`src/rtl/core/hsv2rgb_pkg.sv`:
```
package hsv2rgb_pkg;

  localparam int HUE_W  = 13;
  localparam int CH_W   = 8;
  localparam int FRAC_W = 10;
  localparam int RAW_W  = 4;

  localparam int HUE_PER_SECTOR = 960;
  localparam int UNIT_SCALE     = 255;
  localparam int FRAC_SCALE     = UNIT_SCALE * HUE_PER_SECTOR;

  // Largest sector a 13-bit hue can reach; everything from five up folds to five.
  localparam int MAX_RAW_SECTOR = 8;
  localparam int LAST_SECTOR    = 5;

  // Width of products and numerators.
  localparam int FPROD_W = CH_W + FRAC_W;   // s * f
  localparam int PNUM_W  = 2 * CH_W;        // v * (255 - s)
  localparam int QNUM_W  = CH_W + FPROD_W;  // v * (244800 - s * f)

  // Reciprocal constants: floor(2^shift / divisor), estimate low by at most one.
  localparam int RECIP_FRAC_SHIFT = 34;
  localparam int RECIP_FRAC_W     = 17;
  localparam logic [RECIP_FRAC_W-1:0] RECIP_FRAC = RECIP_FRAC_W'(70179);
  localparam int RECIP_UNIT_SHIFT = 24;
  localparam int RECIP_UNIT_W     = 17;
  localparam logic [RECIP_UNIT_W-1:0] RECIP_UNIT = RECIP_UNIT_W'(65793);

  typedef enum logic [2:0] {
    SEC_RY = 3'd0,
    SEC_YG = 3'd1,
    SEC_GC = 3'd2,
    SEC_CB = 3'd3,
    SEC_BM = 3'd4,
    SEC_MR = 3'd5
  } sector_t;

  typedef struct packed {
    sector_t             sector;
    logic [FRAC_W-1:0]   frac;
  } hue_split_t;

endpackage

```
`src/rtl/core/hsv2rgb_hsv_if.sv`:
```
interface hsv2rgb_hsv_if;
  logic                          valid;
  logic                          ready;
  logic [hsv2rgb_pkg::HUE_W-1:0] hue;
  logic [hsv2rgb_pkg::CH_W-1:0]  saturation;
  logic [hsv2rgb_pkg::CH_W-1:0]  brightness;

  modport source (output valid, hue, saturation, brightness, input ready);
  modport sink   (input valid, hue, saturation, brightness, output ready);
endinterface

```
`src/rtl/core/hsv2rgb_rgb_if.sv`:
```
interface hsv2rgb_rgb_if;
  logic                         valid;
  logic                         ready;
  logic [hsv2rgb_pkg::CH_W-1:0] red;
  logic [hsv2rgb_pkg::CH_W-1:0] green;
  logic [hsv2rgb_pkg::CH_W-1:0] blue;

  modport source (output valid, red, green, blue, input ready);
  modport sink   (input valid, red, green, blue, output ready);
endinterface

```
`src/rtl/core/hsv2rgb_sector.sv`:
```
module hsv2rgb_sector (
  input  logic [hsv2rgb_pkg::HUE_W-1:0] hue,
  output hsv2rgb_pkg::hue_split_t        split
);

  logic [hsv2rgb_pkg::RAW_W-1:0] raw;
  logic [hsv2rgb_pkg::HUE_W-1:0] base;

  // Independent threshold compares; the highest one passed gives the sector.
  always_comb begin
    raw = '0;
    for (int k = 1; k <= hsv2rgb_pkg::MAX_RAW_SECTOR; k++) begin
      if (hue >= hsv2rgb_pkg::HUE_W'(k * hsv2rgb_pkg::HUE_PER_SECTOR)) begin
        raw = hsv2rgb_pkg::RAW_W'(k);
      end
    end
    base = hsv2rgb_pkg::HUE_W'(32'(raw) * hsv2rgb_pkg::HUE_PER_SECTOR);
    split.frac = hsv2rgb_pkg::FRAC_W'(hue - base);
    // Out-of-range hue keeps its fraction but uses the last sector's mapping.
    if (raw >= hsv2rgb_pkg::RAW_W'(hsv2rgb_pkg::LAST_SECTOR)) begin
      split.sector = hsv2rgb_pkg::SEC_MR;
    end else begin
      split.sector = hsv2rgb_pkg::sector_t'(raw[2:0]);
    end
  end

endmodule

```
`src/rtl/core/hsv_to_rgb_converter_top.sv`:
```
// Channel    Dir  Fields                           Transfer
// pixel_in   in   hue[12:0] saturation brightness  valid && ready
// pixel_out  out  red green blue                   valid && ready
//
// Six register stages: sector split, s*f products, v*numerator products,
// reciprocal estimates, estimate*divisor products, correction and RGB select.
// One pixel per cycle sustained while pixel_out is ready.
// rst clears every stage valid bit; payload registers are not reset.
// A stall at pixel_out holds only the stages that are full; bubbles still fill.
module hsv_to_rgb_converter_top (
  input  logic                 clk,
  input  logic                 rst,
  hsv2rgb_hsv_if.sink          pixel_in,
  hsv2rgb_rgb_if.source        pixel_out
);

  localparam int NSTAGE = 6;
  localparam int QNUM_PROD_W = hsv2rgb_pkg::QNUM_W + hsv2rgb_pkg::RECIP_FRAC_W;
  localparam int PNUM_PROD_W = hsv2rgb_pkg::PNUM_W + hsv2rgb_pkg::RECIP_UNIT_W;

  logic [NSTAGE:1] vld;
  logic [NSTAGE:1] adv;

  // Stage 1
  hsv2rgb_pkg::hue_split_t              split;
  hsv2rgb_pkg::sector_t                 sec1;
  logic [hsv2rgb_pkg::FRAC_W-1:0]       frac1;
  logic [hsv2rgb_pkg::CH_W-1:0]         sat1;
  logic [hsv2rgb_pkg::CH_W-1:0]         val1;

  // Stage 2
  hsv2rgb_pkg::sector_t                 sec2;
  logic [hsv2rgb_pkg::CH_W-1:0]         val2;
  logic                                 grey2;
  logic [hsv2rgb_pkg::FPROD_W-1:0]      sfq2;
  logic [hsv2rgb_pkg::FPROD_W-1:0]      sft2;
  logic [hsv2rgb_pkg::PNUM_W-1:0]       pnum2;

  // Stage 3
  hsv2rgb_pkg::sector_t                 sec3;
  logic [hsv2rgb_pkg::CH_W-1:0]         val3;
  logic                                 grey3;
  logic [hsv2rgb_pkg::QNUM_W-1:0]       qnum3;
  logic [hsv2rgb_pkg::QNUM_W-1:0]       tnum3;
  logic [hsv2rgb_pkg::PNUM_W-1:0]       pnum3;

  // Stage 4
  hsv2rgb_pkg::sector_t                 sec4;
  logic [hsv2rgb_pkg::CH_W-1:0]         val4;
  logic                                 grey4;
  logic [hsv2rgb_pkg::QNUM_W-1:0]       qnum4;
  logic [hsv2rgb_pkg::QNUM_W-1:0]       tnum4;
  logic [hsv2rgb_pkg::PNUM_W-1:0]       pnum4;
  logic [hsv2rgb_pkg::CH_W-1:0]         qest4;
  logic [hsv2rgb_pkg::CH_W-1:0]         test4;
  logic [hsv2rgb_pkg::CH_W-1:0]         pest4;

  // Stage 5
  hsv2rgb_pkg::sector_t                 sec5;
  logic [hsv2rgb_pkg::CH_W-1:0]         val5;
  logic                                 grey5;
  logic [hsv2rgb_pkg::QNUM_W-1:0]       qnum5;
  logic [hsv2rgb_pkg::QNUM_W-1:0]       tnum5;
  logic [hsv2rgb_pkg::PNUM_W-1:0]       pnum5;
  logic [hsv2rgb_pkg::CH_W-1:0]         qest5;
  logic [hsv2rgb_pkg::CH_W-1:0]         test5;
  logic [hsv2rgb_pkg::CH_W-1:0]         pest5;
  logic [hsv2rgb_pkg::QNUM_W-1:0]       qback5;
  logic [hsv2rgb_pkg::QNUM_W-1:0]       tback5;
  logic [hsv2rgb_pkg::PNUM_W-1:0]       pback5;

  // Stage 6 (output)
  logic [hsv2rgb_pkg::CH_W-1:0]         red;
  logic [hsv2rgb_pkg::CH_W-1:0]         green;
  logic [hsv2rgb_pkg::CH_W-1:0]         blue;

  // Combinational helpers
  logic [hsv2rgb_pkg::FRAC_W-1:0]       cofrac;
  logic [QNUM_PROD_W-1:0]               qprod;
  logic [QNUM_PROD_W-1:0]               tprod;
  logic [PNUM_PROD_W-1:0]               pprod;
  logic [hsv2rgb_pkg::QNUM_W-1:0]       qrem;
  logic [hsv2rgb_pkg::QNUM_W-1:0]       trem;
  logic [hsv2rgb_pkg::PNUM_W-1:0]       prem;
  logic [hsv2rgb_pkg::CH_W-1:0]         qv;
  logic [hsv2rgb_pkg::CH_W-1:0]         tv;
  logic [hsv2rgb_pkg::CH_W-1:0]         pv;
  logic [hsv2rgb_pkg::CH_W-1:0]         red_next;
  logic [hsv2rgb_pkg::CH_W-1:0]         green_next;
  logic [hsv2rgb_pkg::CH_W-1:0]         blue_next;

  hsv2rgb_sector u_sector (
    .hue   (pixel_in.hue),
    .split (split)
  );

  // A stage advances when it is empty or the stage after it advances.
  always_comb begin
    adv[NSTAGE] = !vld[NSTAGE] || pixel_out.ready;
    for (int k = NSTAGE - 1; k >= 1; k--) begin
      adv[k] = !vld[k] || adv[k+1];
    end
  end

  assign pixel_in.ready  = adv[1];
  assign pixel_out.valid = vld[NSTAGE];
  assign pixel_out.red   = red;
  assign pixel_out.green = green;
  assign pixel_out.blue  = blue;

  always_ff @(posedge clk) begin
    if (rst) begin
      vld <= '0;
    end else begin
      if (adv[1]) begin
        vld[1] <= pixel_in.valid;
      end
      for (int k = 2; k <= NSTAGE; k++) begin
        if (adv[k]) begin
          vld[k] <= vld[k-1];
        end
      end
    end
  end

  assign cofrac = hsv2rgb_pkg::FRAC_W'(hsv2rgb_pkg::HUE_PER_SECTOR - 32'(frac1));

  // Stage 1: split hue into sector and fraction.
  always_ff @(posedge clk) begin
    if (adv[1]) begin
      sec1  <= split.sector;
      frac1 <= split.frac;
      sat1  <= pixel_in.saturation;
      val1  <= pixel_in.brightness;
    end
  end

  // Stage 2: s*f, s*(960-f), v*(255-s).
  always_ff @(posedge clk) begin
    if (adv[2]) begin
      sec2  <= sec1;
      val2  <= val1;
      grey2 <= (sat1 == '0);
      sfq2  <= hsv2rgb_pkg::FPROD_W'(sat1) * hsv2rgb_pkg::FPROD_W'(frac1);
      sft2  <= hsv2rgb_pkg::FPROD_W'(sat1) * hsv2rgb_pkg::FPROD_W'(cofrac);
      pnum2 <= hsv2rgb_pkg::PNUM_W'(val1) *
               hsv2rgb_pkg::PNUM_W'(hsv2rgb_pkg::CH_W'(hsv2rgb_pkg::UNIT_SCALE) - sat1);
    end
  end

  // Stage 3: numerators for q and t.
  always_ff @(posedge clk) begin
    if (adv[3]) begin
      sec3  <= sec2;
      val3  <= val2;
      grey3 <= grey2;
      pnum3 <= pnum2;
      qnum3 <= hsv2rgb_pkg::QNUM_W'(val2) *
               hsv2rgb_pkg::QNUM_W'(hsv2rgb_pkg::FPROD_W'(hsv2rgb_pkg::FRAC_SCALE) - sfq2);
      tnum3 <= hsv2rgb_pkg::QNUM_W'(val2) *
               hsv2rgb_pkg::QNUM_W'(hsv2rgb_pkg::FPROD_W'(hsv2rgb_pkg::FRAC_SCALE) - sft2);
    end
  end

  // Stage 4: reciprocal quotient estimates, low by at most one.
  assign qprod = QNUM_PROD_W'(qnum3) * QNUM_PROD_W'(hsv2rgb_pkg::RECIP_FRAC);
  assign tprod = QNUM_PROD_W'(tnum3) * QNUM_PROD_W'(hsv2rgb_pkg::RECIP_FRAC);
  assign pprod = PNUM_PROD_W'(pnum3) * PNUM_PROD_W'(hsv2rgb_pkg::RECIP_UNIT);

  always_ff @(posedge clk) begin
    if (adv[4]) begin
      sec4  <= sec3;
      val4  <= val3;
      grey4 <= grey3;
      qnum4 <= qnum3;
      tnum4 <= tnum3;
      pnum4 <= pnum3;
      qest4 <= qprod[hsv2rgb_pkg::RECIP_FRAC_SHIFT +: hsv2rgb_pkg::CH_W];
      test4 <= tprod[hsv2rgb_pkg::RECIP_FRAC_SHIFT +: hsv2rgb_pkg::CH_W];
      pest4 <= pprod[hsv2rgb_pkg::RECIP_UNIT_SHIFT +: hsv2rgb_pkg::CH_W];
    end
  end

  // Stage 5: multiply estimates back by the divisors.
  always_ff @(posedge clk) begin
    if (adv[5]) begin
      sec5   <= sec4;
      val5   <= val4;
      grey5  <= grey4;
      qnum5  <= qnum4;
      tnum5  <= tnum4;
      pnum5  <= pnum4;
      qest5  <= qest4;
      test5  <= test4;
      pest5  <= pest4;
      qback5 <= hsv2rgb_pkg::QNUM_W'(qest4) * hsv2rgb_pkg::QNUM_W'(hsv2rgb_pkg::FRAC_SCALE);
      tback5 <= hsv2rgb_pkg::QNUM_W'(test4) * hsv2rgb_pkg::QNUM_W'(hsv2rgb_pkg::FRAC_SCALE);
      pback5 <= hsv2rgb_pkg::PNUM_W'(pest4) * hsv2rgb_pkg::PNUM_W'(hsv2rgb_pkg::UNIT_SCALE);
    end
  end

  // Stage 6: bump estimates whose remainder reaches the divisor, then select.
  always_comb begin
    qrem = qnum5 - qback5;
    trem = tnum5 - tback5;
    prem = pnum5 - pback5;
    qv = qest5 + hsv2rgb_pkg::CH_W'(qrem >= hsv2rgb_pkg::QNUM_W'(hsv2rgb_pkg::FRAC_SCALE));
    tv = test5 + hsv2rgb_pkg::CH_W'(trem >= hsv2rgb_pkg::QNUM_W'(hsv2rgb_pkg::FRAC_SCALE));
    pv = pest5 + hsv2rgb_pkg::CH_W'(prem >= hsv2rgb_pkg::PNUM_W'(hsv2rgb_pkg::UNIT_SCALE));
    red_next   = val5;
    green_next = pv;
    blue_next  = qv;
    if (grey5) begin
      red_next   = val5;
      green_next = val5;
      blue_next  = val5;
    end else begin
      unique case (sec5)
        hsv2rgb_pkg::SEC_RY: begin
          red_next = val5; green_next = tv;   blue_next = pv;
        end
        hsv2rgb_pkg::SEC_YG: begin
          red_next = qv;   green_next = val5; blue_next = pv;
        end
        hsv2rgb_pkg::SEC_GC: begin
          red_next = pv;   green_next = val5; blue_next = tv;
        end
        hsv2rgb_pkg::SEC_CB: begin
          red_next = pv;   green_next = qv;   blue_next = val5;
        end
        hsv2rgb_pkg::SEC_BM: begin
          red_next = tv;   green_next = pv;   blue_next = val5;
        end
        default: begin
          red_next = val5; green_next = pv;   blue_next = qv;
        end
      endcase
    end
  end

  always_ff @(posedge clk) begin
    if (adv[6]) begin
      red   <= red_next;
      green <= green_next;
      blue  <= blue_next;
    end
  end

endmodule
```
`src/flat_wrapper.sv`:
```
// flat-port wrapper written by rule: the top's interface ports become plain ports
module hsv_to_rgb_converter_top_flat 
  (clk, rst, pixel_in_valid, pixel_in_hue, pixel_in_saturation, pixel_in_brightness, pixel_in_ready, pixel_out_valid, pixel_out_red, pixel_out_green, pixel_out_blue, pixel_out_ready);
  hsv2rgb_hsv_if pixel_in_i ();
  hsv2rgb_rgb_if pixel_out_i ();
  input  logic clk;
  input  logic rst;
  input wire logic [$bits(pixel_in_i.valid)-1:0] pixel_in_valid;
  input wire logic [$bits(pixel_in_i.hue)-1:0] pixel_in_hue;
  input wire logic [$bits(pixel_in_i.saturation)-1:0] pixel_in_saturation;
  input wire logic [$bits(pixel_in_i.brightness)-1:0] pixel_in_brightness;
  output wire logic [$bits(pixel_in_i.ready)-1:0] pixel_in_ready;
  output wire logic [$bits(pixel_out_i.valid)-1:0] pixel_out_valid;
  output wire logic [$bits(pixel_out_i.red)-1:0] pixel_out_red;
  output wire logic [$bits(pixel_out_i.green)-1:0] pixel_out_green;
  output wire logic [$bits(pixel_out_i.blue)-1:0] pixel_out_blue;
  input wire logic [$bits(pixel_out_i.ready)-1:0] pixel_out_ready;
  assign pixel_in_i.valid = pixel_in_valid;
  assign pixel_in_i.hue = pixel_in_hue;
  assign pixel_in_i.saturation = pixel_in_saturation;
  assign pixel_in_i.brightness = pixel_in_brightness;
  assign pixel_in_ready = pixel_in_i.ready;
  assign pixel_out_valid = pixel_out_i.valid;
  assign pixel_out_red = pixel_out_i.red;
  assign pixel_out_green = pixel_out_i.green;
  assign pixel_out_blue = pixel_out_i.blue;
  assign pixel_out_i.ready = pixel_out_ready;
  hsv_to_rgb_converter_top u_core (.clk(clk), .rst(rst), .pixel_in(pixel_in_i), .pixel_out(pixel_out_i));
endmodule
```
`config.mk`:
```
export PLATFORM = sky130hd
export DESIGN_NAME = hsv_to_rgb_converter_top_flat
export DESIGN_NICKNAME = d
export VERILOG_FILES = /design/src/rtl/core/hsv2rgb_pkg.sv /design/src/rtl/core/hsv2rgb_hsv_if.sv /design/src/rtl/core/hsv2rgb_rgb_if.sv /design/src/rtl/core/hsv2rgb_sector.sv /design/src/rtl/core/hsv_to_rgb_converter_top.sv /design/src/flat_wrapper.sv
export SDC_FILE = /design/constraint.sdc
export NUM_CORES = 2
export LEC_CHECK = 0
export BUFFER_PORTS_ARGS = -buffer_cell sky130_fd_sc_hd__buf_2
export CAP_MARGIN = 20
export CORE_ASPECT_RATIO = 2
export CORE_MARGIN = 1.5
export CORE_UTILIZATION = 66
export DETAILED_ROUTE_END_ITERATION = 16
export PLACE_DENSITY = 0.94
export SETUP_SLACK_MARGIN = 0.5
export SYNTH_ARGS = -nofsm -noshare
export SYNTH_HDL_FRONTEND = slang
export SYNTH_SLANG_ARGS = --single-unit
```
`constraint.sdc`:
```
create_clock -name clk -period 6.8 [get_ports clk]
set_input_delay 1.7 -clock clk [delete_from_list [all_inputs] [get_ports clk]]
set_output_delay 1.7 -clock clk [all_outputs]
set_load 0.01 [all_outputs]
```
==> flow_summary.json <==
{
  "max_slew_margin": 0.210,
  "grt_pass1_wl_um": 199000,
  "drtPass1Iterations": 9,
  "vias_per_cell": 6.52,
  "ys_types": 80,
  "dpl_cell_area_mm2": 0.0510,
  "r2r_cells": 20,
  "antenna_found_initial": 6,
  "setup_viol": 1,
  "synth-main-ff-cell": "edfxtp_1",
  "tightestPinTransition_ns": 1.18,
  "cts_root_buffer": "clkbuf_16",
  "setup.worst_path.start_class": "flop",
  "place_congestion": 0.937,
  "cp.required_ns": 7.21,
  "fin_util": 0.719,
  "slew_violations": 0,
  "area_growth_pct": 8.28,
  "ant_nets": 0,
  "violations": "setup timing",
  "end_kind": "flop",
  "cp.depth": 20,
  "worstPathCellList": "inv_1 > ha_4 > nand2_2 > or3_4 > xor2_4 > nor2b_1 > fa_1 > fa_1 > fa_1 > fa_1 > ha_1 > nand4_1 > nor4_1 > nor4_2 > nand2_1 > a221o_1 > a2111o_1 > a21oi_2 > o21bai_1 > xor2_1",
  "r2r_start": "u_core.sfq2[1]$_DFFE_PP_",
  "cts_made_buffers": 43,
  "dieArea_mm2": 0.0768,
  "ios": 59,
  "drc_errors": 0,
  "crit_type": "reg -> reg",
  "cts.sink_count": 432,
  "critical-path-max-stage-delay_ns": 0.89,
  "multi_input_area_mm2": 0.0333,
  "regToRegSetupSlack_ns": -0.19,
  "fin_ws_ns": -0.193,
  "whs_ns": 0.409,
  "place_ws_ns": 0.178,
  "overflow": 0,
  "synth_nets": 6085,
  "post-route-period-util": 1.03,
  "syn_avg_cell_area_um2": 10.5,
  "grt_max_degree": 90,
  "cp-endpoint": "u_core.qnum3[24]$_DFFE_PP_",
  "cp_max_fo": 8,
  "worstReg2RegEnd": "u_core.qnum3[24]$_DFFE_PP_",
  "cp.buffers_inverters": 1,
  "num_rows": 142,
  "die_width_um": 197,
  "cp-startpoint": "u_core.sfq2[1]$_DFFE_PP_",
  "crit_family": "adder cells",
  "holdBufCountCts": 0,
  "status": "complete, but fails checks",
  "design_area_mm2": 0.0537,
  "fill_cells": 4200,
  "port_buffers": 58,
  "max_freq_mhz": 143,
  "drt_iter0_markers": 4029,
  "die_h_um": 390,
  "grt_usage": 0.336,
  "yosysWarnings": 0,
  "cap_violations": 0,
  "synthCells": 4720,
  "wl_um": 142000,
  "finalHoldViolations": 0,
  "worst_skew_pair.late_latency_ns": 0.67,
  "synth-seq-cells": 432,
  "worstPathArrival_ns": 7.41,
  "yosysSeqAreaShare": 0.261,
  "clkTransAtPathRegs_ns": 0.07,
  "synth_edf_count": 426,
  "vias": 37800,
  "fin_crit_ns": 6.99,
  "dp_hpwl_um": 95100,
  "drive_above_1_share": 0.0715,
  "seq_area_mm2": 0.0129,
  "rsz0062_at_grt": "true",
  "grt_pass1_vias": 40200,
  "syn_area_mm2": 0.0495,
  "nets": 6182,
  "start_util": 0.664,
  "async_flop_share": 0,
  "htreeDepth": 2,
  "clockBufferDepth": 3,
  "crit_slowest_cell": "fa_1",
  "min_path_type": "reg -> reg",
  "finalClockSkew_ns": 0.0300,
  "cts_tree": "done",
  "wl_per_cell_um": 24.6,
  "core_mm2": 0.0746,
  "crit_top_cell": "fa_1"
}
## area by class of cell
class	instances	share of cell area
sequential	432	0.241
timing repair buffer	141	0.0187
clock buffer	45	0.0202
multi-input combinational	3202	0.622
tap	936	0.0218
antenna	5	0.000233
clock inverter	35	0.00702
inverter	997	0.0698
## what timing repair did
item / CTS / global route
endpoints found under the setup margin: 5 / 13
resized for setup: 26 / 106
buffers inserted: 4 / 39
pin swaps: 4 / 68
## cells in the mapped netlist (79+ instances only)
library cell	n	area (um2)
a21oi_1	180	901
ha_1	728	9110
and2_1	243	1520
edfxtp_1	426	12800
nor2b_1	123	769
xor2_1	81	709
clkbuf_1	79	297
inv_1	997	3740
xnor2_1	156	1370
fa_1	604	12100
o21ai_0	113	566
nand2_1	269	1010
nor2_1	155	582
## cell families after synthesis
kind of cell | count (synthesis) | share of synthesized area
simple gates | 1039 | 0.108
buf+inv | 1086 | 0.0823
xor+xnor | 238 | 0.0422
flops | 432 | 0.261
compound gates | 566 | 0.0732
fa+ha+maj | 1333 | 0.428
mux | 26 | 0.00543
## through the flow
stage	setup TNS [ns]	cells
after floorplan	0	4720
after global placement	0	5661
after detailed placement	0	5661
after CTS	0	5745
after global routing	-1.11	5789
final	-0.193	5793
## layer usage
| metal | global-route usage | vias to the layer above | share of wire | routed length (um) |
|---|---|---|---|---|
| met5 | 0 | - | 0 | 0 |
| li1 | - | 15600 | - | - |
| met2 | 0.620 | 2750 | 0.50 | 71500 |
| met3 | 0.0587 | 1224 | 0.094 | 13400 |
| met4 | 0.297 | 0 | 0.11 | 15900 |
| met1 | 0.313 | 18200 | 0.29 | 41600 |
## worst min path at each step
stage / startpoint / end / slack [ns] / depth (start not counted)
6_report: u_core.pnum2[11]$_DFFE_PP_ / u_core.pnum3[11]$_DFFE_PP_ / 0.41 / 0
5_1_grt: u_core.qnum4[9]$_DFFE_PP_ / u_core.qnum5[9]$_DFFE_PP_ / 0.40 / 0
4_1_cts: u_core.qnum4[9]$_DFFE_PP_ / u_core.qnum5[9]$_DFFE_PP_ / 0.40 / 0
3_5_place_dp: u_core.pnum2[11]$_DFFE_PP_ / u_core.pnum3[11]$_DFFE_PP_ / 0.40 / 0
3_3_place_gp: u_core.pnum4[15]$_DFFE_PP_ / u_core.pnum5[15]$_DFFE_PP_ / 0.40 / 0
2_1_floorplan: u_core.grey2$_DFFE_PP_ / u_core.grey3$_DFFE_PP_ / 0.40 / 0
## state kept, by name, summed over array words and instances (netlist names), 16 cells and up
register and flops:
u_core.pback5 16, u_core.sft2 18, u_core.pnum2 16, u_core.pnum5 16, u_core.pnum4 16, u_core.pnum3 16
u_core.tnum3 26, u_core.sfq2 17, u_core.qback5 16, u_core.qnum4 20, u_core.qnum3 25, u_core.tnum5 20
u_core.tback5 16, u_core.tnum4 20, u_core.qnum5 20
## layout by cell type, fill, tap and decap left out, types with 8 or more instances in the layout
cell	n
a31oi_1	12
o21ai_0	108
clkinv_4	8
and3_1	21
o21bai_1	18
edfxtp_1	426
o211ai_1	21
nand4_1	22
xnor2_1	147
buf_2	58
or3_1	10
mux2i_1	19
fa_1	601
a21oi_1	172
a211oi_1	15
nor2b_1	122
inv_6	8
inv_1	986
nand3_1	51
nor2_1	153
ha_1	716
o21ai_1	8
o2111ai_1	10
xor2_4	11
o21a_1	31
xor2_1	67
and2_1	237
o31ai_1	8
ha_4	11
nand2b_1	52
o22ai_1	9
a21boi_0	14
inv_2	10
a21o_1	52
buf_4	75
nor3_1	44
clkbuf_16	43
nand2_1	260
Power is left out: the tool's default activity adds up to more than one toggle a clock period on the data nets, which glitch-free logic cannot reach.
